[src/rtl/core/lmpz_pkg.sv]
`default_nettype none

package lmpz_pkg;

  // Default geometry, handed to the top level parameters.
  localparam int DEF_IMAGE_WIDTH  = 64;
  localparam int DEF_IMAGE_HEIGHT = 64;
  localparam int DEF_LABEL_COUNT  = 16;

  // Channel limit of the summing logic.
  localparam int MAX_CHANNELS = 4;
  localparam int CH_LIMIT     = (MAX_CHANNELS < 4) ? MAX_CHANNELS : 4;

  localparam int SAMPLE_W  = 8;
  localparam int Z_W       = 16;
  localparam int SUM_W     = 10;
  localparam int NCH_W     = 3;
  localparam int IN_DATA_W = 72;
  localparam int OUT_DATA_W = 88;

  typedef enum logic {
    CMD_UPDATE = 1'b0,
    CMD_READ   = 1'b1
  } cmd_t;

  typedef struct packed {
    logic [SUM_W-1:0]      peak;
    logic [Z_W-1:0]        z;
    logic [4*SAMPLE_W-1:0] samples;
  } label_entry_t;

  typedef struct packed {
    logic [SAMPLE_W-1:0] peak;
    logic [Z_W-1:0]      z;
  } ref_entry_t;

  typedef struct packed {
    cmd_t                  cmd;
    logic                  oor;
    logic [Z_W-1:0]        z;
    logic [SAMPLE_W-1:0]   ref_s;
    logic [4*SAMPLE_W-1:0] samples;
    logic [NCH_W-1:0]      nch;
  } voxel_t;

  typedef struct packed {
    logic         label_we;
    logic         ref_we;
    label_entry_t label_new;
    ref_entry_t   ref_new;
  } merge_res_t;

  localparam label_entry_t LABEL_RESET = '{peak: '0, z: '1, samples: '0};
  localparam ref_entry_t   REF_RESET   = '{peak: '0, z: '1};

endpackage

`default_nettype wire

[src/rtl/core/lmpz_merge.sv]
`default_nettype none

module lmpz_merge
  import lmpz_pkg::*;
(
  input  wire voxel_t       vox,
  input  wire label_entry_t label_old,
  input  wire ref_entry_t   ref_old,
  output merge_res_t        res
);

  logic [SUM_W-1:0] sum;
  logic [4*SAMPLE_W-1:0] merged;
  logic             upd;
  logic             lup;
  logic             rup;

  always_comb begin
    sum    = '0;
    merged = label_old.samples;
    for (int i = 0; i < 4; i++) begin
      if (NCH_W'(i) < vox.nch) begin
        sum = sum + SUM_W'(vox.samples[i*SAMPLE_W +: SAMPLE_W]);
        merged[i*SAMPLE_W +: SAMPLE_W] = vox.samples[i*SAMPLE_W +: SAMPLE_W];
      end
    end
    upd = !vox.oor && (vox.cmd == CMD_UPDATE);
    lup = upd && (sum > label_old.peak);
    rup = upd && (vox.ref_s > ref_old.peak);

    res.label_we  = lup;
    res.ref_we    = rup;
    res.label_new = label_old;
    res.ref_new   = ref_old;
    if (vox.oor) begin
      res.label_new = LABEL_RESET;
      res.ref_new   = REF_RESET;
    end else begin
      if (lup) begin
        res.label_new = '{peak: sum, z: vox.z, samples: merged};
      end
      if (rup) begin
        res.ref_new = '{peak: vox.ref_s, z: vox.z};
      end
    end
  end

endmodule

`default_nettype wire

[config.mk]
export PLATFORM = sky130hd
export DESIGN_NAME = lmpz_merge
export DESIGN_NICKNAME = d
export VERILOG_FILES = /design/src/rtl/core/lmpz_pkg.sv /design/src/rtl/core/lmpz_merge.sv
export SDC_FILE = /design/constraint.sdc
export NUM_CORES = 1
export LEC_CHECK = 0
export BUFFER_PORTS_ARGS = -buffer_cell sky130_fd_sc_hd__buf_2
export CAP_MARGIN = 10
export CORE_ASPECT_RATIO = 1.4
export CORE_MARGIN = 2
export CORE_UTILIZATION = 46
export DETAILED_ROUTE_END_ITERATION = 8
export PLACE_DENSITY_LB_ADDON = 0.08
export SLEW_MARGIN = 10
export SYNTH_ARGS = -nofsm -noshare
export SYNTH_HDL_FRONTEND = slang
export SYNTH_SLANG_ARGS = --single-unit
export TNS_END_PERCENT = 50
[constraint.sdc]
create_clock -name vclk -period 15.4
set_clock_uncertainty 0.05 [all_clocks]
set_input_delay 3.08 -clock vclk [all_inputs]
set_output_delay 3.08 -clock vclk [all_outputs]
set_load 0.03 [all_outputs]
# Yosys cells after proc, flatten, opt, wreduce, memory -nomap -nowiden
# Index checks and enable logic that the tools add are counted.
[classes]
addsub = 3
magnitude_cmp = 6
muxes = 11
n_bitwise = 1
n_reduce_logical = 4
[op_table]
columns = ["cell", "n"]
rows = [
  ["$mux W82", 1],
  ["$mux W58", 1],
  ["$mux W8", 5],
  ["$add A10 B8 Y10", 3],
  ["$mux W10", 3],
  ["$mux W24", 1],
  ["$gt A10 B10 Y1", 1],
  ["$gt A8 B8 Y1", 1],
  ["$lt A1 B3 Y1 const A", 2],
  ["$lt A2 B3 Y1 const A", 2],
  ["$logic_and A1 B1 Y1", 3],
  ["$logic_not A1 Y1", 1],
  ["$not A1 Y1", 1],
]
[totals]
register_bits = 0
out_inout_bits = 84
elab_cells = 25

# Depth between registers and ports, before layout
[logic_depth]
word_depth = 12
mapped_depth = 37
ltp_nobuf = 31

# Least setup slack after synthesis
# No wires, ideal clock.
[synth_path]
path_type = "input to output"
startpoint = "input vox[0] (netlist bit)"
endpoint = "output res[79] (netlist bit)"
arrival_time_ns = 10.450
setup_slack_ns = 1.820
cell_stages = 35
cell_sequence = "buf_2 > or3_1 > clkbuf_1 > and2_1 > ha_1 > fa_1 > o21ai_0 > a2bb2oi_1 > o21bai_1 > xnor2_1 > o21ai_0 > ha_1 > clkbuf_1 > a21oi_1 > nand2_1 > or3_1 > a32o_1 > a22oi_1 > nand2_1 > ha_1 > o21ai_0 > nor2_1 > a31o_2 > nor4b_1 > mux2i_1 > mux2i_1 > ha_1 > or4_1 > a221oi_2 > a31o_4 > or2_1 > buf_4 > inv_2 > buf_6 > a311oi_1"
[synth_rtl]
columns = ["item", "line_no", "rtl"]
rows = [
  ["from (decl)", "lmpz_merge.sv:6", "input wire voxel_t vox,"],
  ["to (decl)", "lmpz_merge.sv:9", "output merge_res_t res"],
]

==> results.tsv <==
metric	value	unit
status	complete, no violations	
I/O pin cnt	227	
Max-Slew Margin vs Limit	29.42	%
CORE AREA	7797	µm²
most numerous cell on the critical path	ha_1	
CP startpoint kind	input pin	
clock network fraction of design power	0	%
clock buffers	0	
fmax	0.06856	GHz
fin nets	974	
DR vias/cell	5.635	
post-synth top area cell	ha_1	
min setup slack post-route	0.8144	ns
Final Hold Viols	0	
gpl congestion	0.9594	
Worst Path Arrival	11.46	ns
Die Width	80.02	µm
Leak	2.656	nW
fin crit share	94.71	%
final worst path period need	14.59	ns
Area Overhead vs Synth	29.79	%
post-CTS sizing	0	
finished layout cell area	4830	µm²
Site Rows	38	
wirelength, routed	14.44	mm
post-route DRC violation count	0	
wire per inst	16.26	µm
Critical Path End Type	primary output	
Final Setup Violations	0	
HPWL after DPL	12.09	mm
Max VDD drop	46.71	µV
vias in the first global route	4550	
initial drt markers	192	
peak fanout along the critical path	29	
max-cap violations	0	
PortBufs	227	
Max Slew Vio Count	0	
power per cell area	67.19	nW/µm²
part of the power in registers	0	%
WP data required	12.27	ns
Seq/Total Area, Yosys	0	%
Sw Share	62.13	%
Slew @ Worst Pin	1.051	ns
Storage cell area	0	µm²
commonest non-fill, non-tap cells in the layout	227 x buf_2, 95 x nor2_1, 53 x o21ai_0	
Gate Count Post-Synth	592	
largest net degree at the start of global routing	65	
pre-CTS WS	0.8389	ns
Mean Syn Cell Area	6.286	µm²
vias	5004	
YS warnings	0	
Design Power	0.3245	mW
first-pass GRT wire length	21.83	mm
Slowest Stage Delay on Critical Path	0.53	ns
die height	110.4	µm
Crit Path Category	in -> out	
RSZ-0062 raised after global routing	no	
share of layout cells above drive strength 1	33.21	%
post-route setup TNS	0	ns
Crit-path slowest cell	or4_1	
FILL cells	781	
Net Sw Power	0.2016	mW
Final ANT Viol Nets	0	
die footprint	8835	µm²
syn nets	778	
Overall Global Routing Usage	30.12	%
DRT Pass-1 Iters	4	
Post CTS Setup Buffer Count	0	
most common cell after layout, fill and taps aside	buf_2	
Pint	0.1229	mW
Cell Area, Placed	4818	µm²
synth top area cells	ha_1 13%, nor2_1 9.6%, mux2i_1 7.8%	
Initial Utilization	47.72	%
Seq cells	0	
GRT overflow	0	
Post-Syn Area	3721	µm²
Worst Hold Class	in -> out	
hold buffer count at CTS	0	
antenna violations before repair	2	
Comb power frac	100.0	%
top-area cell type share of the netlist area	13.45	%
count of different cell masters after synthesis	70	
## power by group through the flow
stage                     logic [mW]  registers (mW)  clock network, mW
after floorplan                0.236               0                  0
after global placement         0.314               0                  0
after detailed placement       0.320               0                  0
after CTS                      0.322               0                  0
after global routing           0.358               0       0.0000000174
final                          0.324               0       0.0000000174
## metrics by stage
stage	hold WS, ns	instances	utilization, %
after floorplan	6.301	592	-
after global placement	6.467	886	61.79
after detailed placement	6.472	886	61.79
after CTS	6.472	886	61.79
after global routing	6.489	888	61.94
final	6.473	888	61.94
## cell families after synthesis
family          count (synthesis)  synth area share (%)
compound gates                183                 31.57
xor+xnor                       15                 3.900
fa+ha+maj                      44                 15.37
buf+inv                        87                 10.56
mux                            38                 10.52
simple gates                  225                 28.08
## metal layers
layer	wire, µm	track usage, %	vias up	share of wire [%]
li1	-	-	2495	-
met1	5496	33.91	2287	38
met2	7407	56.17	188	51
met3	1006	3.676	34	7.0
met4	524	10.51	0	3.6
met5	0	0	-	0
## Yosys cell counts, types with 3 or more instances
library cell	count
nand2b_1	5
ha_1	40
o211ai_1	3
mux2i_1	29
o31a_1	3
xnor2_1	8
inv_1	46
xor2_1	6
nand3_1	17
or3_1	4
clkbuf_1	21
o21ai_0	53
o21ai_1	10
nand2_1	50
o21a_1	5
o31ai_1	4
a31oi_1	5
nor3_1	8
mux2_2	8
a211oi_1	8
buf_2	8
a21oi_1	47
nand3b_1	3
nor2b_1	7
or2_2	5
buf_6	5
a21o_1	11
buf_4	5
fa_1	3
nor2_1	95
a32oi_1	3
and3_1	4
nand4_1	6
a221oi_2	3
and2_1	9
## worst paths after layout
check                     start       to  slack [ns]  depth (start not counted)
setup / recovery         vox[0]  res[80]        0.81                         34
hold / removal    label_old[31]  res[55]        6.47                          4
## layout make-up
class	count	area [µm²]	share of cell area (%)
Inverter	47	176.4	3.653
Multi-Input combinational cell	505	3334	69.04
Tap cell	100	125.1	2.591
Antenna cell	2	5.005	0.1036
Timing Repair Buffer	234	1189	24.61
## critical path, delay by kind of cell
| family | cells | cell delay, ns |
|---|---|---|
| AND/OR/NAND/NOR | 10 | 2.83 |
| AO/OA/AOI/OAI | 12 | 2.26 |
| adder cells (fa/ha/maj) | 5 | 1.70 |
| buffers and inverters | 4 | 0.92 |
| multiplexers | 2 | 0.37 |
| XOR/XNOR | 1 | 0.26 |
Power figures use the tool's default switching activity.
