## src/rtl/core/lmpz_ram.sv

```systemverilog
`default_nettype none

module lmpz_ram #(
  parameter int WIDTH = 8,
  parameter int DEPTH = 16,
  localparam int AW = (DEPTH > 1) ? $clog2(DEPTH) : 1
) (
  input  wire logic             clk,
  input  wire logic             we,
  input  wire logic [AW-1:0]    waddr,
  input  wire logic [WIDTH-1:0] wdata,
  input  wire logic             re,
  input  wire logic [AW-1:0]    raddr,
  output logic      [WIDTH-1:0] rdata
);

  logic [WIDTH-1:0] mem [DEPTH];
  logic [WIDTH-1:0] rdata_r;

  // Read returns the old word when read and write hit the same address.
  always_ff @(posedge clk) begin
    if (we) begin
      mem[waddr] <= wdata;
    end
    if (re) begin
      rdata_r <= mem[raddr];
    end
  end

  assign rdata = rdata_r;

endmodule

`default_nettype wire

```

## config.mk

```make
export PLATFORM = sky130hd
export DESIGN_NAME = lmpz_ram
export DESIGN_NICKNAME = d
export VERILOG_FILES = /design/src/rtl/core/lmpz_ram.sv
export SDC_FILE = /design/constraint.sdc
export NUM_CORES = 1
export LEC_CHECK = 0
export BUFFER_PORTS_ARGS = -buffer_cell sky130_fd_sc_hd__buf_4
export CAP_MARGIN = 20
export CORE_UTILIZATION = 48
export CTS_CLUSTER_SIZE = 16
export DETAILED_ROUTE_END_ITERATION = 10
export PLACE_DENSITY = 0.64
export SLEW_MARGIN = 0
export SYNTH_ARGS = -nofsm -noshare
export SYNTH_HDL_FRONTEND = slang
export SYNTH_SLANG_ARGS = --single-unit
```

## constraint.sdc

```tcl
create_clock -name clk -period 2.3 [get_ports clk]
set_input_delay 0.115 -clock clk [delete_from_list [all_inputs] [get_ports clk]]
set_output_delay 0.115 -clock clk [all_outputs]
set_load 0.005 [all_outputs]
```

Word level (Yosys, flattened, before mapping)
Memories as Yosys holds them, arrays and structs flattened. A register that Yosys moved wholly into a read port is not among the register bits. Index checks and enable logic that the tools add are counted.

Memories: 1. Bits in registers: 0. Word-level logic and storage cells: 3. Output and inout bits: 8. Memory bits (writable): 128. Bits of input ports: 19.

Memory list: mem (words 16, width 8, read ports 1, clocked after Yosys merged registers in 1, write ports 1, RTL line 17) `logic [WIDTH-1:0] mem [DEPTH];`.

Muxes and demuxes: 2.

Operator list (number): $mux W1 (2).

Longest topological paths before layout
Gate-level depths: netlist of the first run.

Word-level depth: 2. Gate-level depth with buffers: 5. Gate-level depth less buffers: 3.

Worst setup path after synthesis of the first run
Ideal clock, no wire load.

Kind: input to register. Start point: input port waddr[2]. End point: memory mem[0][0], enable pin. Stages on the path: 2. Data arrival time: 1.225 ns. Setup slack: 0.692 ns. Library setup time: 0.383 ns. Data required time: 1.917 ns. Buffers on the path: 0. Path through: or3b_2 > nor3_1.

RTL lines: start: declaration (RTL line 10) `input wire logic [AW-1:0] waddr,`; end: declaration (RTL line 17).

Straight into the memory's write port.

==> results of run 1 <==
final cells by class:
| class | count | area (um^2) |
|---|---|---|
| multi-input combinational | 83 | 1060 |
| tap | 136 | 170 |
| clock buffer | 17 | 414 |
| timing repair buffer | 54 | 440 |
| fill | 763 | 4090 |
| sequential | 136 | 4080 |
| clock inverter | 15 | 208 |
worst paths after layout:
check                  startpoint                  end  slack [ns]  cells after the start
min                      waddr[0]  mem[4][3]$_DFFE_PP_        0.10                      3
max           mem[9][4]$_DFFE_PP_   rdata[4]$_DFFE_PP_        0.74                      3
min reg2reg  mem[12][5]$_DFFE_PP_   rdata[5]$_DFFE_PP_        0.77                      3
max reg2reg   mem[9][4]$_DFFE_PP_   rdata[4]$_DFFE_PP_        0.74                      3
registers in the layout, indices dropped and copies added, names as in the netlist:
signal / cells
mem: 128
rdata: 8
power groups by stage:
stage	clock network, mW	logic [mW]	registers (mW)
3_5_place_dp	0	0.278	2.86
6_report	2.82	0.286	2.81
3_3_place_gp	0	0.272	2.86
2_1_floorplan	0	0.141	2.86
5_1_grt	2.95	0.310	2.81
4_1_cts	2.86	0.291	2.81
critical path: stages, from the launching register on:
cell and delay, ns:
edfxtp_1 0.36, mux4_1 0.55, a22oi_1 0.32, nand2_1 0.08
per-stage QoR:
stage	hold slack, ns	instance area (um^2)	utilization, %	total power, mW	std cells
global route	0.103	6370	60.9	6.07	441
floorplan	0.214	5230	-	3.00	229
finish	0.101	6370	60.9	5.91	441
CTS	0.0804	6370	60.9	5.96	441
detailed placement	0.434	5660	54.1	3.14	400
global placement	0.431	5660	54.1	3.13	400
cells in the final DEF (no fill, tap or decap), drive strengths merged, types with 4 or more instances in the layout:
master / n
nand2: 9
dlygate4sd3: 9
a22oi: 16
bufinv: 5
buf: 45
nor3: 4
edfxtp: 136
nor2: 13
mux4: 32
clkbuf: 17
clkinv: 8
what timing repair did:
item	4_1_cts	5_1_grt
hold buffers	9	0
setup buffers	0	0
hold endpoints to repair	136	0
endpoints found under the setup margin	0	0
routing by layer:
metal  track usage (%)  up-vias
met1              28.5     1276
li1                  -     1110
met3              4.78       19
met4              10.2        0
met2              29.5       76
met5                 0        -
logic make-up after synthesis:
| family | after synthesis |
|---|---|
| flip-flops | 136 |
| AND/OR/NAND/NOR | 35 |
| multiplexers | 32 |
| AO/OA/AOI/OAI | 16 |
| buffers and inverters | 10 |
==> flow_metrics.env, run 1 <==
export IMPL_synth_top_area_share_pct=78.1
export IMPL_synth_cell_types=18
export IMPL_async_reset_ff_share_pct=0
export IMPL_worst_setup_path_type="reg2reg"
export IMPL_antenna_cells=0
export IMPL_cts_max_path_buffers=2
export IMPL_fin_skew_ns=0.00653
export IMPL_cp_max_fo=1
export IMPL_fin_ws_ns=0.742
export IMPL_yosysWarnings=0
export IMPL_wl_met1_mm=4.58
export IMPL_pwr_share_comb_pct=4.8
export IMPL_avgSynthCellArea_um2=22.8
export IMPL_seq_power_share_pct=47.5
export IMPL_status="finished, final reports clean"
export IMPL_vdd_ir_drop_worst_mv=0.442
export IMPL_dr_wl_met2_mm=4.88
export IMPL_rows=37
export IMPL_gp_congestion=0.731
export IMPL_clk_pin_slew_ns=0.06
export IMPL_ys_ff_latch=136
export IMPL_yosys_area_share_adder_pct=0
export IMPL_slew_headroom_pct=56.2
export IMPL_finalSetupViolCount=0
export IMPL_coreArea_um2=10500
export IMPL_first_pass_iters=4
export IMPL_final_hold_viol_count=0
export IMPL_hp_class="in2reg"
export IMPL_synth_top_family_by_area="multiplexers"
export IMPL_rsz0062_at_grt="false"
export IMPL_grt_max_degree=33
export IMPL_vias=2481
export IMPL_grt_pass1_vias=2505
export IMPL_synth_top_flop_cell="edfxtp_1"
export IMPL_synth_compound_area_share_pct=2.30
export IMPL_pwr_density_cell_nw_per_um2=927
export IMPL_drcViolationCount=0
export IMPL_top_layer_used="met4"
export IMPL_finalMaxSlewViolations=0
export IMPL_cts_made_buffers=17
export IMPL_fin_tns_setup_ns=0
export IMPL_start_util_pct=50.0
export IMPL_tritoncts="yes"
export IMPL_clockRootBuffer="clkbuf_8"
export IMPL_htreeDepth=4
export IMPL_synth_most_common_cell="edfxtp_1"
export IMPL_clock_latency_ns=0.52
export IMPL_pwr_share_clk_pct=47.7
export IMPL_arrival_ns=1.83
export IMPL_synthCells=229
export IMPL_vias_per_cell=5.63
export IMPL_nNetsFinal=311
export IMPL_layout_drive_gt1_share_pct=31.1
export IMPL_hpwl_mm=6.37
export IMPL_synth_net_count=248
export IMPL_tightestPinTransition_ns=0.656
export IMPL_worstSetupStartpointType="register"
export IMPL_post_place_ws_ns=0.423
export IMPL_period_minus_slack_ns=1.56
export IMPL_numPortBuffers=26
export IMPL_p_leak_nw=2.18
export IMPL_synth_area_leader_cell="edfxtp_1"
export IMPL_synth_edf_count=136
export IMPL_fin_crit_sh_pct=67.7
export IMPL_required_ns=2.57
export IMPL_synth_xor_area_share_pct=0
export IMPL_synth_area_um2=5230
export IMPL_ctsResizeCount=0
export IMPL_die_area_um2=11300
export IMPL_synthMuxAreaShare_pct=14.8
export IMPL_totalWireLength_mm=10.2
export IMPL_netSwitchingPower_mw=1.13
export IMPL_drt_iter0_drc=131
export IMPL_die_height_um=106
export IMPL_synth_simple_area_share_pct=3.14
export IMPL_met3WireLength_um=503
export IMPL_ys_seq_area_share_pct=78.1
export IMPL_fmax_mhz=642
export IMPL_synthTopCellsByArea="edfxtp_1, mux4_2, mux4_1, a22oi_1, nor2_1"
export IMPL_clock_sinks=136
export IMPL_die_w_um=106
export IMPL_ys_top_cells_by_count="edfxtp_1, mux4_2, a22oi_1"
export IMPL_wl_per_cell_um=23.1
export IMPL_p_int_mw=4.78
export IMPL_critPathCaptureType="register"
export IMPL_antenna_found_initial=0
export IMPL_swShare_pct=19.2
export IMPL_grt_overflow=0
export IMPL_grt_pass1_wl_mm=15.3
export IMPL_grt_usage_pct=20.2
export IMPL_ios=27
export IMPL_area_delta_synth_final_pct=21.9
export IMPL_ant_nets=0
export IMPL_cap_violations=0
No activity file was read; power rests on OpenSTA's default activity.
==> inputs of run 2 (changes only) <==
- PLACE_DENSITY: 0.64 -> 0.66
- clock period: 2.3 -> 1.28 ns (I/O delays scaled with it)
==> flow_metrics.env, run 2 (synthesis results as in run 1) <==
export IMPL_status="finished with violations"
export IMPL_failed_checks="negative setup slack"
export IMPL_fin_tns_setup_ns=-0.738
export IMPL_min_delay_worst_endpoint="mem[12][5]$_DFFE_PP_"
export IMPL_required_ns=1.53
export IMPL_coreArea_um2=10500
export IMPL_largest_reg_flops=128
export IMPL_vias=2482
export IMPL_final_cell_mix="edfxtp_1, buf_4, mux4_2"
export IMPL_hold_path_depth=3
export IMPL_area_delta_synth_final_pct=23.4
export IMPL_vias_per_cell=5.54
export IMPL_grt_overflow=0
export IMPL_p_leak_nw=2.16
export IMPL_hp_class="in2reg"
export IMPL_clockRootBuffer="clkbuf_8"
export IMPL_grt_usage_pct=19.4
export IMPL_utilization_pct=61.7
export IMPL_tightestPinTransition_ns=0.949
export IMPL_period_minus_slack_ns=1.43
export IMPL_worstHoldStart="waddr[0]"
export IMPL_reg2regPathDepth=3
export IMPL_stdcell_area_um2=6450
export IMPL_timing_rr_end="rdata[4]$_DFFE_PP_"
export IMPL_fin_skew_ns=0.00709
export IMPL_drcViolationCount=0
export IMPL_antenna_found_initial=0
export IMPL_fmax_mhz=699
export IMPL_finalSetupViolCount=8
export IMPL_start_util_pct=50.0
export IMPL_post_cts_setup_buffers=0
export IMPL_wl_per_cell_um=21.9
export IMPL_htreeDepth=4
export IMPL_cts_made_buffers=17
export IMPL_grt_pass1_vias=2562
export IMPL_nNetsFinal=318
export IMPL_dr_wl_met2_mm=4.91
export IMPL_top_layer_used="met4"
export IMPL_dpl_cell_area_um2=5720
export IMPL_ios=27
export IMPL_rows=37
export IMPL_clock_sinks=136
export IMPL_drt_iter0_drc=126
export IMPL_vdd_ir_drop_worst_mv=0.983
export IMPL_final_hold_viol_count=0
export IMPL_clk_pin_slew_ns=0.06
export IMPL_die_height_um=106
export IMPL_met3WireLength_um=548
export IMPL_first_pass_iters=4
export IMPL_arrival_ns=1.68
export IMPL_worst_setup_path_type="reg2reg"
export IMPL_grt_pass1_wl_mm=15.0
export IMPL_cp_max_fo=1
export IMPL_finalMaxSlewViolations=0
export IMPL_ant_nets=0
export IMPL_cap_violations=0
export IMPL_fin_crit_sh_pct=112
export IMPL_critPathCaptureType="register"
export IMPL_regMostFlops="mem"
export IMPL_layout_drive_gt1_share_pct=39.7
export IMPL_worstSetupStartpointType="register"
export IMPL_final_common_cell="edfxtp_1"
export IMPL_clock_latency_ns=0.51
export IMPL_die_w_um=106
export IMPL_gp_congestion=0.734
export IMPL_wl_met1_mm=4.28
export IMPL_totalWireLength_mm=9.83
export IMPL_regToRegSetupSlack_ns=-0.15
export IMPL_antenna_cells=0
export IMPL_pwr_density_cell_nw_per_um2=1620
export IMPL_r2r_start="mem[11][4]$_DFFE_PP_"
export IMPL_tritoncts="yes"
export IMPL_die_area_um2=11300
export IMPL_rsz0062_at_grt="true"
export IMPL_grt_max_degree=21
export IMPL_post_place_ws_ns=-0.306
export IMPL_cts_max_path_buffers=2
export IMPL_slew_headroom_pct=36.5
export IMPL_hpwl_mm=6.31
export IMPL_fin_ws_ns=-0.150
export IMPL_numPortBuffers=26
[run 2: report_power, final]
part           switching, mW  total [mW]  internal, mW
logic                  0.279       0.558         0.279
clock network           1.74        4.87          3.14
registers             0.0298        5.05          5.02
total                   2.05        10.5          8.43
[run 2: per-stage QoR]
stage | hold slack [ns] | total power, mW | cells
6_report | 0.0866 | 10.5 | 448
5_1_grt | 0.0636 | 10.8 | 448
4_1_cts | 0.0583 | 10.6 | 448
3_5_place_dp | 0.383 | 5.66 | 407
3_3_place_gp | 0.374 | 5.65 | 407
2_1_floorplan | 0.163 | 5.41 | 229
[run 2: layout make-up]
cell class / instances / area (um^2)
Sequential cell: 136 / 4080
Fill cell: 761 / 4010
Timing Repair Buffer: 61 / 531
Clock inverter: 14 / 181
Tap cell: 136 / 170
Clock buffer: 18 / 418
Multi-Input combinational cell: 83 / 1070
[run 2: metal layers]
metal,vias to the layer above,GRT usage [%]
met2,81,30.3
met5,-,0
met3,14,5.58
met4,0,7.54
li1,1109,-
met1,1278,26.0
[run 2: critical path, stage by stage (launching register included)]
cell	delay, ns
edfxtp_1	0.38
mux4_2	0.51
a22oi_2	0.19
nand2_1	0.10
[run 2: how the worst max path moves through the flow]
stage,slack [ns],startpoint,cells past startpoint,end
floorplan,-0.05,waddr[2],2,mem[3][0]$_DFFE_PP_
global placement,-0.30,raddr[0],5,rdata[4]$_DFFE_PP_
detailed placement,-0.31,raddr[0],5,rdata[5]$_DFFE_PP_
CTS,-0.14,mem[11][4]$_DFFE_PP_,3,rdata[4]$_DFFE_PP_
global route,-0.16,mem[11][0]$_DFFE_PP_,3,rdata[0]$_DFFE_PP_
finish,-0.15,mem[11][4]$_DFFE_PP_,3,rdata[4]$_DFFE_PP_
[run 2: repair_timing]
item,CTS,global route
pin swaps,2,3
hold buffers,9,0
setup endpoints to repair,8,8
resized for setup,9,4
hold endpoints to repair,136,0
