[config.mk]
export PLATFORM = sky130hd
export DESIGN_NAME = lmpz_clear
export DESIGN_NICKNAME = d
export VERILOG_FILES = /design/src/rtl/core/lmpz_pkg.sv /design/src/rtl/core/lmpz_clear.sv
export SDC_FILE = /design/constraint.sdc
export NUM_CORES = 1
export LEC_CHECK = 0
export BUFFER_PORTS_ARGS = -buffer_cell sky130_fd_sc_hd__clkbuf_2
export CAP_MARGIN = 20
export CORE_AREA = 3 3 40 42
export CTS_CLUSTER_SIZE = 28
export DETAILED_ROUTE_END_ITERATION = 7
export DIE_AREA = 0 0 43 45
export GPL_ROUTABILITY_DRIVEN = 0
export HOLD_SLACK_MARGIN = 0.1
export PLACE_DENSITY = 0.34
export SYNTH_ARGS = -nofsm -noshare
export SYNTH_HDL_FRONTEND = slang
export SYNTH_SLANG_ARGS = --single-unit
[constraint.sdc]
create_clock -name clk -period 2.35 [get_ports clk]
set_input_delay 0.3525 -clock clk [delete_from_list [all_inputs] [get_ports clk]]
set_output_delay 0.3525 -clock clk [all_outputs]
set_load 0.005 [all_outputs]
[src/rtl/core/lmpz_pkg.sv]
`default_nettype none

package lmpz_pkg;

  // Default geometry, handed to the top level parameters.
  localparam int DEF_IMAGE_WIDTH  = 64;
  localparam int DEF_IMAGE_HEIGHT = 64;
  localparam int DEF_LABEL_COUNT  = 16;

  // Channel limit of the summing logic.
  localparam int MAX_CHANNELS = 4;
  localparam int CH_LIMIT     = (MAX_CHANNELS < 4) ? MAX_CHANNELS : 4;

  localparam int SAMPLE_W  = 8;
  localparam int Z_W       = 16;
  localparam int SUM_W     = 10;
  localparam int NCH_W     = 3;
  localparam int IN_DATA_W = 72;
  localparam int OUT_DATA_W = 88;

  typedef enum logic {
    CMD_UPDATE = 1'b0,
    CMD_READ   = 1'b1
  } cmd_t;

  typedef struct packed {
    logic [SUM_W-1:0]      peak;
    logic [Z_W-1:0]        z;
    logic [4*SAMPLE_W-1:0] samples;
  } label_entry_t;

  typedef struct packed {
    logic [SAMPLE_W-1:0] peak;
    logic [Z_W-1:0]      z;
  } ref_entry_t;

  typedef struct packed {
    cmd_t                  cmd;
    logic                  oor;
    logic [Z_W-1:0]        z;
    logic [SAMPLE_W-1:0]   ref_s;
    logic [4*SAMPLE_W-1:0] samples;
    logic [NCH_W-1:0]      nch;
  } voxel_t;

  typedef struct packed {
    logic         label_we;
    logic         ref_we;
    label_entry_t label_new;
    ref_entry_t   ref_new;
  } merge_res_t;

  localparam label_entry_t LABEL_RESET = '{peak: '0, z: '1, samples: '0};
  localparam ref_entry_t   REF_RESET   = '{peak: '0, z: '1};

endpackage

`default_nettype wire

[src/rtl/core/lmpz_clear.sv]
`default_nettype none

module lmpz_clear
  import lmpz_pkg::*;
#(
  parameter longint ENTRIES = 16,
  parameter longint PIXELS  = 1,
  localparam int ENT_AW = (ENTRIES > 1) ? $clog2(ENTRIES) : 1
) (
  input  wire logic              clk,
  input  wire logic              rst_n,
  output logic                   busy,
  output logic [ENT_AW-1:0]      addr,
  output logic                   ref_en
);

  logic              busy_r;
  logic [ENT_AW-1:0] cnt_r;

  // One entry per cycle; the pixel store is covered by the first PIXELS steps.
  always_ff @(posedge clk) begin
    if (!rst_n) begin
      busy_r <= 1'b1;
      cnt_r  <= '0;
    end else if (busy_r) begin
      cnt_r <= cnt_r + ENT_AW'(1);
      if (cnt_r == ENT_AW'(ENTRIES - 1)) begin
        busy_r <= 1'b0;
      end
    end
  end

  assign busy   = busy_r;
  assign addr   = cnt_r;
  assign ref_en = busy_r && (longint'(cnt_r) < PIXELS);

endmodule

`default_nettype wire

# After elaboration in Yosys (flattened, before gate mapping)

Index checks and enable logic that the tools add are counted.

$add $sub $neg: 1
Multipliers: 0
Div/mod/pow operators: 0
$lt $le $gt $ge: 1
Eq/ne operators: 1
Shift-type cells: 0
Multiplexer cells: 2
Bitwise logic cells: 0
Reduce and logical (&&, ||, !) cells: 1

Operators by type and width:

| operator                                                             | count |
|---|---|
| 4-bit by 1-bit adder with 4-bit output, second input constant        | 1 |
| 4-bit == test, second input constant                                 | 1 |
| 4-bit by 1-bit < comparator with 1-bit output, second input constant | 1 |
| 1-bit 2-to-1 mux                                                     | 2 |
| 1-bit logical AND                                                    | 1 |

Bits in registers: 5
Latch bits: 0
Bits in writable memories: 0
Bits in read-only memories: 0
Bits of input ports: 2
Output and inout port bits: 6
Word-level logic and storage cells: 8
Memories: 0

# Logic depth before layout (Yosys ltp)

Gate-level depths: netlist (run 1).

Depth in word-level cells: 3
Gate-level depth with buffers: 4
Mapped depth without buffers: 4

# Worst setup path after synthesis (run 1)

OpenSTA, ideal clock, no wires.

Path type: register to output
From: reg busy_r (netlist: busy)
To: out ref_en
Data arrival time: 774 ps
Required time: 1,997 ps
Slack: 1,224 ps
Stages on the path, launching flop included: 3
Path buffers: 0
Path through: dfxtp_1 inv_1 nor4b_2

Cells in the longest elaborated chain, start to end: 1

Ends and longest elaborated chain:

| item                   | RTL line         | source |
|---|---|---|
| start, declared        | lmpz_clear.sv:17 | `logic busy_r;` |
| start signal, assigned | lmpz_clear.sv:23 | `busy_r <= 1'b1;` |
| start signal, assigned | lmpz_clear.sv:28 | `busy_r <= 1'b0;` |
| 1-bit logical AND      | lmpz_clear.sv:35 | `assign ref_en = busy_r && (longint'(cnt_r) < PIXELS);` |
| end, declared          | lmpz_clear.sv:14 | `output logic ref_en` |

No other way between the ends.

# Final worst setup path (run 1)

Ends and elaborated chain as after synthesis.

==> impl_metrics.tcl, run 1 <==
set metrics [dict create \
    syn_nets 28 \
    top_layer_used "met4" \
    ant_nets 0 \
    synth_area_sq_um 245 \
    cts_buffer_depth 2 \
    tns_ns 0 \
    wl_per_cell_um 10.1 \
    post_cts_buffers 0 \
    drt-total-wl_um 504 \
    r2r-start "addr[0]" \
    fmax_ghz 0.641 \
    final.period_utilization 0.664 \
    met1Wirelength_um 235 \
    clock_sinks 5 \
    clock_power_share 0.459 \
    cp-end-kind "output port" \
    slew_violations 0 \
    cts_max_level 1 \
    max_slew_margin 0.825 \
    switchingPower_mw 0.0552 \
    pin_count 8 \
    antenna_found_initial 0 \
    cts.clk_slew.worst_paths_ns 0.05 \
    max_cap_violations 0 \
    seqPwrFrac 0.429 \
    drc 0 \
    crit_path_start "busy" \
    start_kind "flop" \
    p_sw_frac 0.250 \
    cts_root_buf "clkbuf_4" \
    antenna_cells 0 \
    cts_tree "yes" \
    ys_seq_area_frac 0.408 \
    synth-seq-cells 5 \
    first_pass_iters 1 \
    period_minus_slack_ns 1.56 \
    placed_cells 46 \
    r2r-end "addr[1]" \
    drive_gt1_frac 0.371 \
    grt_pass1_vias 203 \
    rsz0062_at_grt "false" \
    insertion_delay_ns 0.25 \
    die_area_sq_mm 0.00194 \
    ir_worst_vdd_mv 0.242 \
    cts_hold_buf 0 \
    cp.arrival_ns 1.21 \
    num_rows 13 \
    reg2reg_depth 4 \
    internal_power_mw 0.165 \
    die_y_um 45 \
    grt_remaining_overflow 0 \
    fin_cells 50 \
    postSynthCellCount 24 \
    area_growth_pct 33.2 \
    routed-via-count 199 \
    worstPathRequired_ns 2.00 \
    p_leak_nw 0.174 \
    setup_ws_ns 0.790 \
    powerDensity_mw_per_mm2 676 \
    r2r_slack_ns 1.27 \
    nets 40 \
    wl_met3_um 52 \
    grt_pass1_wl_um 841 \
    portBuffers 7 \
    final-hold-violation-count 0 \
    crit_fanout 7 \
    grtUsageTotal 0.0649 \
    cts-buffers-inserted 3 \
    combPwrFrac 0.112 \
    post-place-ws_ns 1.05 \
    fin_skew_ns 0.0108 \
    path_class "flop to output port" \
    cts_resized 0 \
    grt_max_degree 8 \
    dr_wl_met2_um 207 \
    vias_per_cell 3.98 \
    ys_types 16 \
    status "finished, final reports clean" \
    core_area_sq_mm 0.00128 \
    drt_first_iter_violations 0 \
    hold_start "rst_n" \
    endpoint "ref_en" \
    initial_core_util 0.191 \
    chipWidth_um 43 \
    hp-class "input pin to flop" \
    setup_violations 0 \
    power_mw 0.221 \
    yosys_warnings 0 \
    syn_area_per_cell_sq_um 10.2 \
    tightest_slew_ns 0.262 \
]
-- critical path: stages (launching register included) --
cell and delay [ns]:
dfxtp_1 0.46, inv_1 0.10, nor4b_2 0.25, clkbuf_2 0.15
-- sequential cells by signal, indices dropped and copies added (netlist names) --
register / cells
addr: 4
busy: 1
-- cells in the mapped netlist --
cell	count	area, sq um
xor2_1	1	8.76
inv_1	3	11.3
and3_1	1	6.26
dfxtp_1	5	100
nand4_1	1	6.26
nor4b_2	1	15.0
and2_1	1	6.26
and3b_2	1	10.0
o21ai_0	1	5.00
mux2i_1	2	20.0
nand2b_1	1	6.26
o21a_1	1	7.51
a21boi_0	1	7.51
nand2_1	1	3.75
ha_1	2	25.0
nor2b_1	1	6.26
-- stage by stage --
stage / util / area (sq um) / hold slack (ns)
floorplan: - / 245 / 0.429
global placement: 0.233 / 299 / 0.513
detailed placement: 0.233 / 299 / 0.522
CTS: 0.254 / 327 / 0.336
global route: 0.254 / 327 / 0.364
finish: 0.254 / 327 / 0.340
-- how the worst min path moves through the flow --
stage              end  depth (start not counted)
6_report          busy                          2
5_1_grt           busy                          2
4_1_cts           busy                          2
3_5_place_dp   addr[3]                          2
3_3_place_gp   addr[3]                          2
2_1_floorplan     busy                          1
-- layout make-up --
type,instances,area (sq um)
Sequential cell,5,100
Clock buffer,3,22.5
Fill cell,138,958
Clock inverter,1,5.00
Tap cell,15,18.8
Timing Repair Buffer,7,35.0
Multi-Input combinational cell,16,134
Inverter,3,11.3
-- power by group through the flow --
| stage | Sequential [mW] | Combinational, mW | Clock [mW] |
|---|---|---|---|
| after global placement | 0.0963 | 0.0250 | 0 |
| after CTS | 0.0948 | 0.0261 | 0.107 |
| after floorplan | 0.0962 | 0.0137 | 0 |
| after detailed placement | 0.0966 | 0.0259 | 0 |
| after global routing | 0.0956 | 0.0291 | 0.115 |
| final | 0.0947 | 0.0247 | 0.101 |
-- layout by cell type (no fill, tap or decap), types with 2 or more instances in the layout --
cell type,count
clkbuf_2,7
clkbuf_4,3
dfxtp_1,5
ha_1,2
inv_1,3
mux2i_1,2
-- kinds of logic after synthesis --
logic type,after synthesis,synth area share
buffers and inverters,3,0.0459
adder cells (fa/ha/maj),2,0.102
AND/OR/NAND/NOR,8,0.245
AO/OA/AOI/OAI,3,0.0816
XOR/XNOR,1,0.0357
flip-flops,5,0.408
multiplexers,2,0.0816
-- routing by layer --
layer | track usage | up-vias
met3 | 0.0319 | 2
met5 | 0 | -
met2 | 0.0749 | 6
li1 | - | 103
met4 | 0.0904 | 0
met1 | 0.0721 | 88
Note: power is estimated with default switching activity, not from simulation.
==> run 2, diff against run 1 <==
--- a/config.mk
+++ b/config.mk
@@ -5,6 +5,7 @@
 export SDC_FILE = /design/constraint.sdc
 export NUM_CORES = 1
 export LEC_CHECK = 0
+export ABC_AREA = 1
 export BUFFER_PORTS_ARGS = -buffer_cell sky130_fd_sc_hd__clkbuf_2
 export CAP_MARGIN = 20
 export CORE_AREA = 3 3 40 42
@@ -13,7 +14,7 @@
 export DIE_AREA = 0 0 43 45
 export GPL_ROUTABILITY_DRIVEN = 0
 export HOLD_SLACK_MARGIN = 0.1
-export PLACE_DENSITY = 0.34
+export PLACE_DENSITY = 0.35
 export SYNTH_ARGS = -nofsm -noshare
 export SYNTH_HDL_FRONTEND = slang
 export SYNTH_SLANG_ARGS = --single-unit
==> constraint.sdc (replaced) <==
create_clock -name clk -period 1.3 [get_ports clk]
set_input_delay 0.195 -clock clk [delete_from_list [all_inputs] [get_ports clk]]
set_output_delay 0.195 -clock clk [all_outputs]
set_load 0.005 [all_outputs]
==> impl_metrics.tcl, run 2 <==
set metrics [dict create \
    status "finished, final reports clean" \
    layout_common_cells "clkbuf_2 (6), nand2_1 (5), buf_4 (5)" \
    tns_ns 0 \
    antenna_cells 0 \
    tightest_slew_ns 0.223 \
    synth-seq-cells 5 \
    ant_nets 0 \
    yosys-top-cells-area "dfxtp_1 (42%), ha_1 (11%), nand2_1 (9.5%)" \
    drive_gt1_frac 0.543 \
    cp_top_family "flip-flops" \
    final_area_sq_um 372 \
    drc 0 \
    hp-class "input pin to flop" \
    die_y_um 45 \
    top_layer_used "met4" \
    synth_area_sq_um 236 \
    synth_area_leader_cell "dfxtp_1" \
    routed-via-count 238 \
    ir_worst_vdd_mv 0.303 \
    reg2reg_depth 4 \
    dpl_cell_area_sq_um 298 \
    worst-path-buf-inv 2 \
    synth_common_cells "nand2_1 (6), dfxtp_1 (5), a21oi_1 (3), inv_1 (3), nor2_1 (3)" \
    grt_pass1_wl_um 959 \
    insertion_delay_ns 0.24 \
    drt_first_iter_violations 1 \
    cts-buffers-inserted 3 \
    yosysTopAreaCellShare 0.423 \
    cp-end-kind "output port" \
    final-hold-violation-count 0 \
    path_class "flop to output port" \
    die_area_sq_mm 0.00194 \
    post-place-ws_ns 0.244 \
    power_mw 0.424 \
    regArea_sq_um 105 \
    internal_power_mw 0.318 \
    ys_types 12 \
    cts_root_buf "clkbuf_4" \
    fmax_ghz 0.788 \
    clock_power_share 0.432 \
    wl_per_cell_um 8.13 \
    start_kind "flop" \
    grt_pass1_vias 249 \
    ys_seq_area_frac 0.423 \
    crit_slowest_cell "dfxtp_4" \
    critPathMaxStageDelay_ns 0.35 \
    cts_buffer_depth 2 \
    max_cap_violations 0 \
    drt-total-wl_um 496 \
    layout_commonest_cell "clkbuf_2" \
    met1Wirelength_um 233 \
    fin_skew_ns 0.00205 \
    nets 51 \
    max_slew_margin 0.851 \
    core_area_sq_mm 0.00128 \
    slew_violations 0 \
    p_leak_nw 0.176 \
    powerDensity_mw_per_mm2 1140 \
    synthArstFlopShare 0 \
    largest_reg_flops 4 \
    vias_per_cell 3.90 \
    pin_count 8 \
    portBuffers 7 \
    cts.clk_slew.worst_paths_ns 0.05 \
    area_growth_pct 57.1 \
    synth_most_common_cell "nand2_1" \
    combPwrFrac 0.163 \
    path_cells "inv_2 -> ha_4 -> nand2_2 -> nor3_2 -> buf_2" \
    cts_max_level 1 \
    post-route-util 0.289 \
    period_minus_slack_ns 1.27 \
    yosys_warnings 0 \
    syn_nets 35 \
    first_pass_iters 3 \
    final.period_utilization 0.976 \
    wl_met3_um 50 \
    p_sw_frac 0.249 \
    hold_depth 2 \
    initial_core_util 0.184 \
    setup_violations 0 \
    postSynthCellCount 31 \
    synth_edf_count 0 \
    ys.flop_type "dfxtp_1" \
    clock_sinks 5 \
    fillers 153 \
    syn_area_per_cell_sq_um 7.63 \
    seqPwrFrac 0.406 \
    setup_ws_ns 0.0314 \
    switchingPower_mw 0.106 \
    cts_hold_buf 0 \
    worstPathRequired_ns 1.11 \
    grtUsageTotal 0.0725 \
    cp.arrival_ns 1.07 \
    cts_tree "yes" \
    multi_input_area_sq_um 138 \
    grt_remaining_overflow 0 \
    path_depth 5 \
    crit_fanout 5 \
    num_rows 13 \
    chipWidth_um 43 \
    antenna_found_initial 0 \
    grt_max_degree 10 \
    dr_wl_met2_um 208 \
    rsz0062_at_grt "true" \
]
[run 2: worst register-to-register path, cell delays in order, from the launching register on]
cell	delay, ns
dfxtp_2	0.32
buf_4	0.13
ha_1	0.21
a21oi_1	0.15
nor2_1	0.06
[run 2: worst paths after layout]
check,start,endpoint,slack [ns]
setup / recovery,addr[1],ref_en,0.03
hold / removal,rst_n,busy,0.18
hold reg to reg,addr[0],addr[0],0.54
setup reg to reg,addr[0],addr[2],0.32
[run 2: what timing repair did]
action,CTS,global route
buffers inserted,0,3
pin swaps,0,3
resized for setup,3,7
setup endpoints to repair,1,1
[run 2: power by group through the flow]
| stage | registers (mW) | logic (mW) | clock network (mW) |
|---|---|---|---|
| after floorplan | 0.175 | 0.0238 | 0 |
| after global placement | 0.175 | 0.0475 | 0 |
| after detailed placement | 0.175 | 0.0471 | 0 |
| after CTS | 0.173 | 0.0489 | 0.196 |
| after global routing | 0.174 | 0.0797 | 0.203 |
| final | 0.172 | 0.0689 | 0.183 |
[run 2: final cells by class]
type | count | share of cell area
inverter | 3 | 0.0303
sequential | 5 | 0.283
multi-input combinational | 22 | 0.370
clock buffer | 4 | 0.0707
timing repair buffer | 12 | 0.195
tap | 15 | 0.0505
[run 2: cell families after synthesis]
| family | Yosys count | synth area share |
|---|---|---|
| and+or+nand+nor | 15 | 0.286 |
| AOI/OAI and AO/OA | 5 | 0.106 |
| DFF | 5 | 0.423 |
| buffers and inverters | 4 | 0.0794 |
| adders and majority gates | 2 | 0.106 |
[run 2: metal layers]
| metal | global-route usage | up-vias |
|---|---|---|
| met3 | 0.0319 | 2 |
| met1 | 0.0725 | 99 |
| met2 | 0.102 | 7 |
| li1 | - | 130 |
| met5 | 0 | - |
| met4 | 0.0904 | 0 |
[run 2: metrics by stage]
step / hold slack, ns / cells
2_1_floorplan: 0.264 / 31
3_3_place_gp: 0.428 / 54
3_5_place_dp: 0.431 / 54
4_1_cts: 0.169 / 58
5_1_grt: 0.185 / 61
6_report: 0.176 / 61
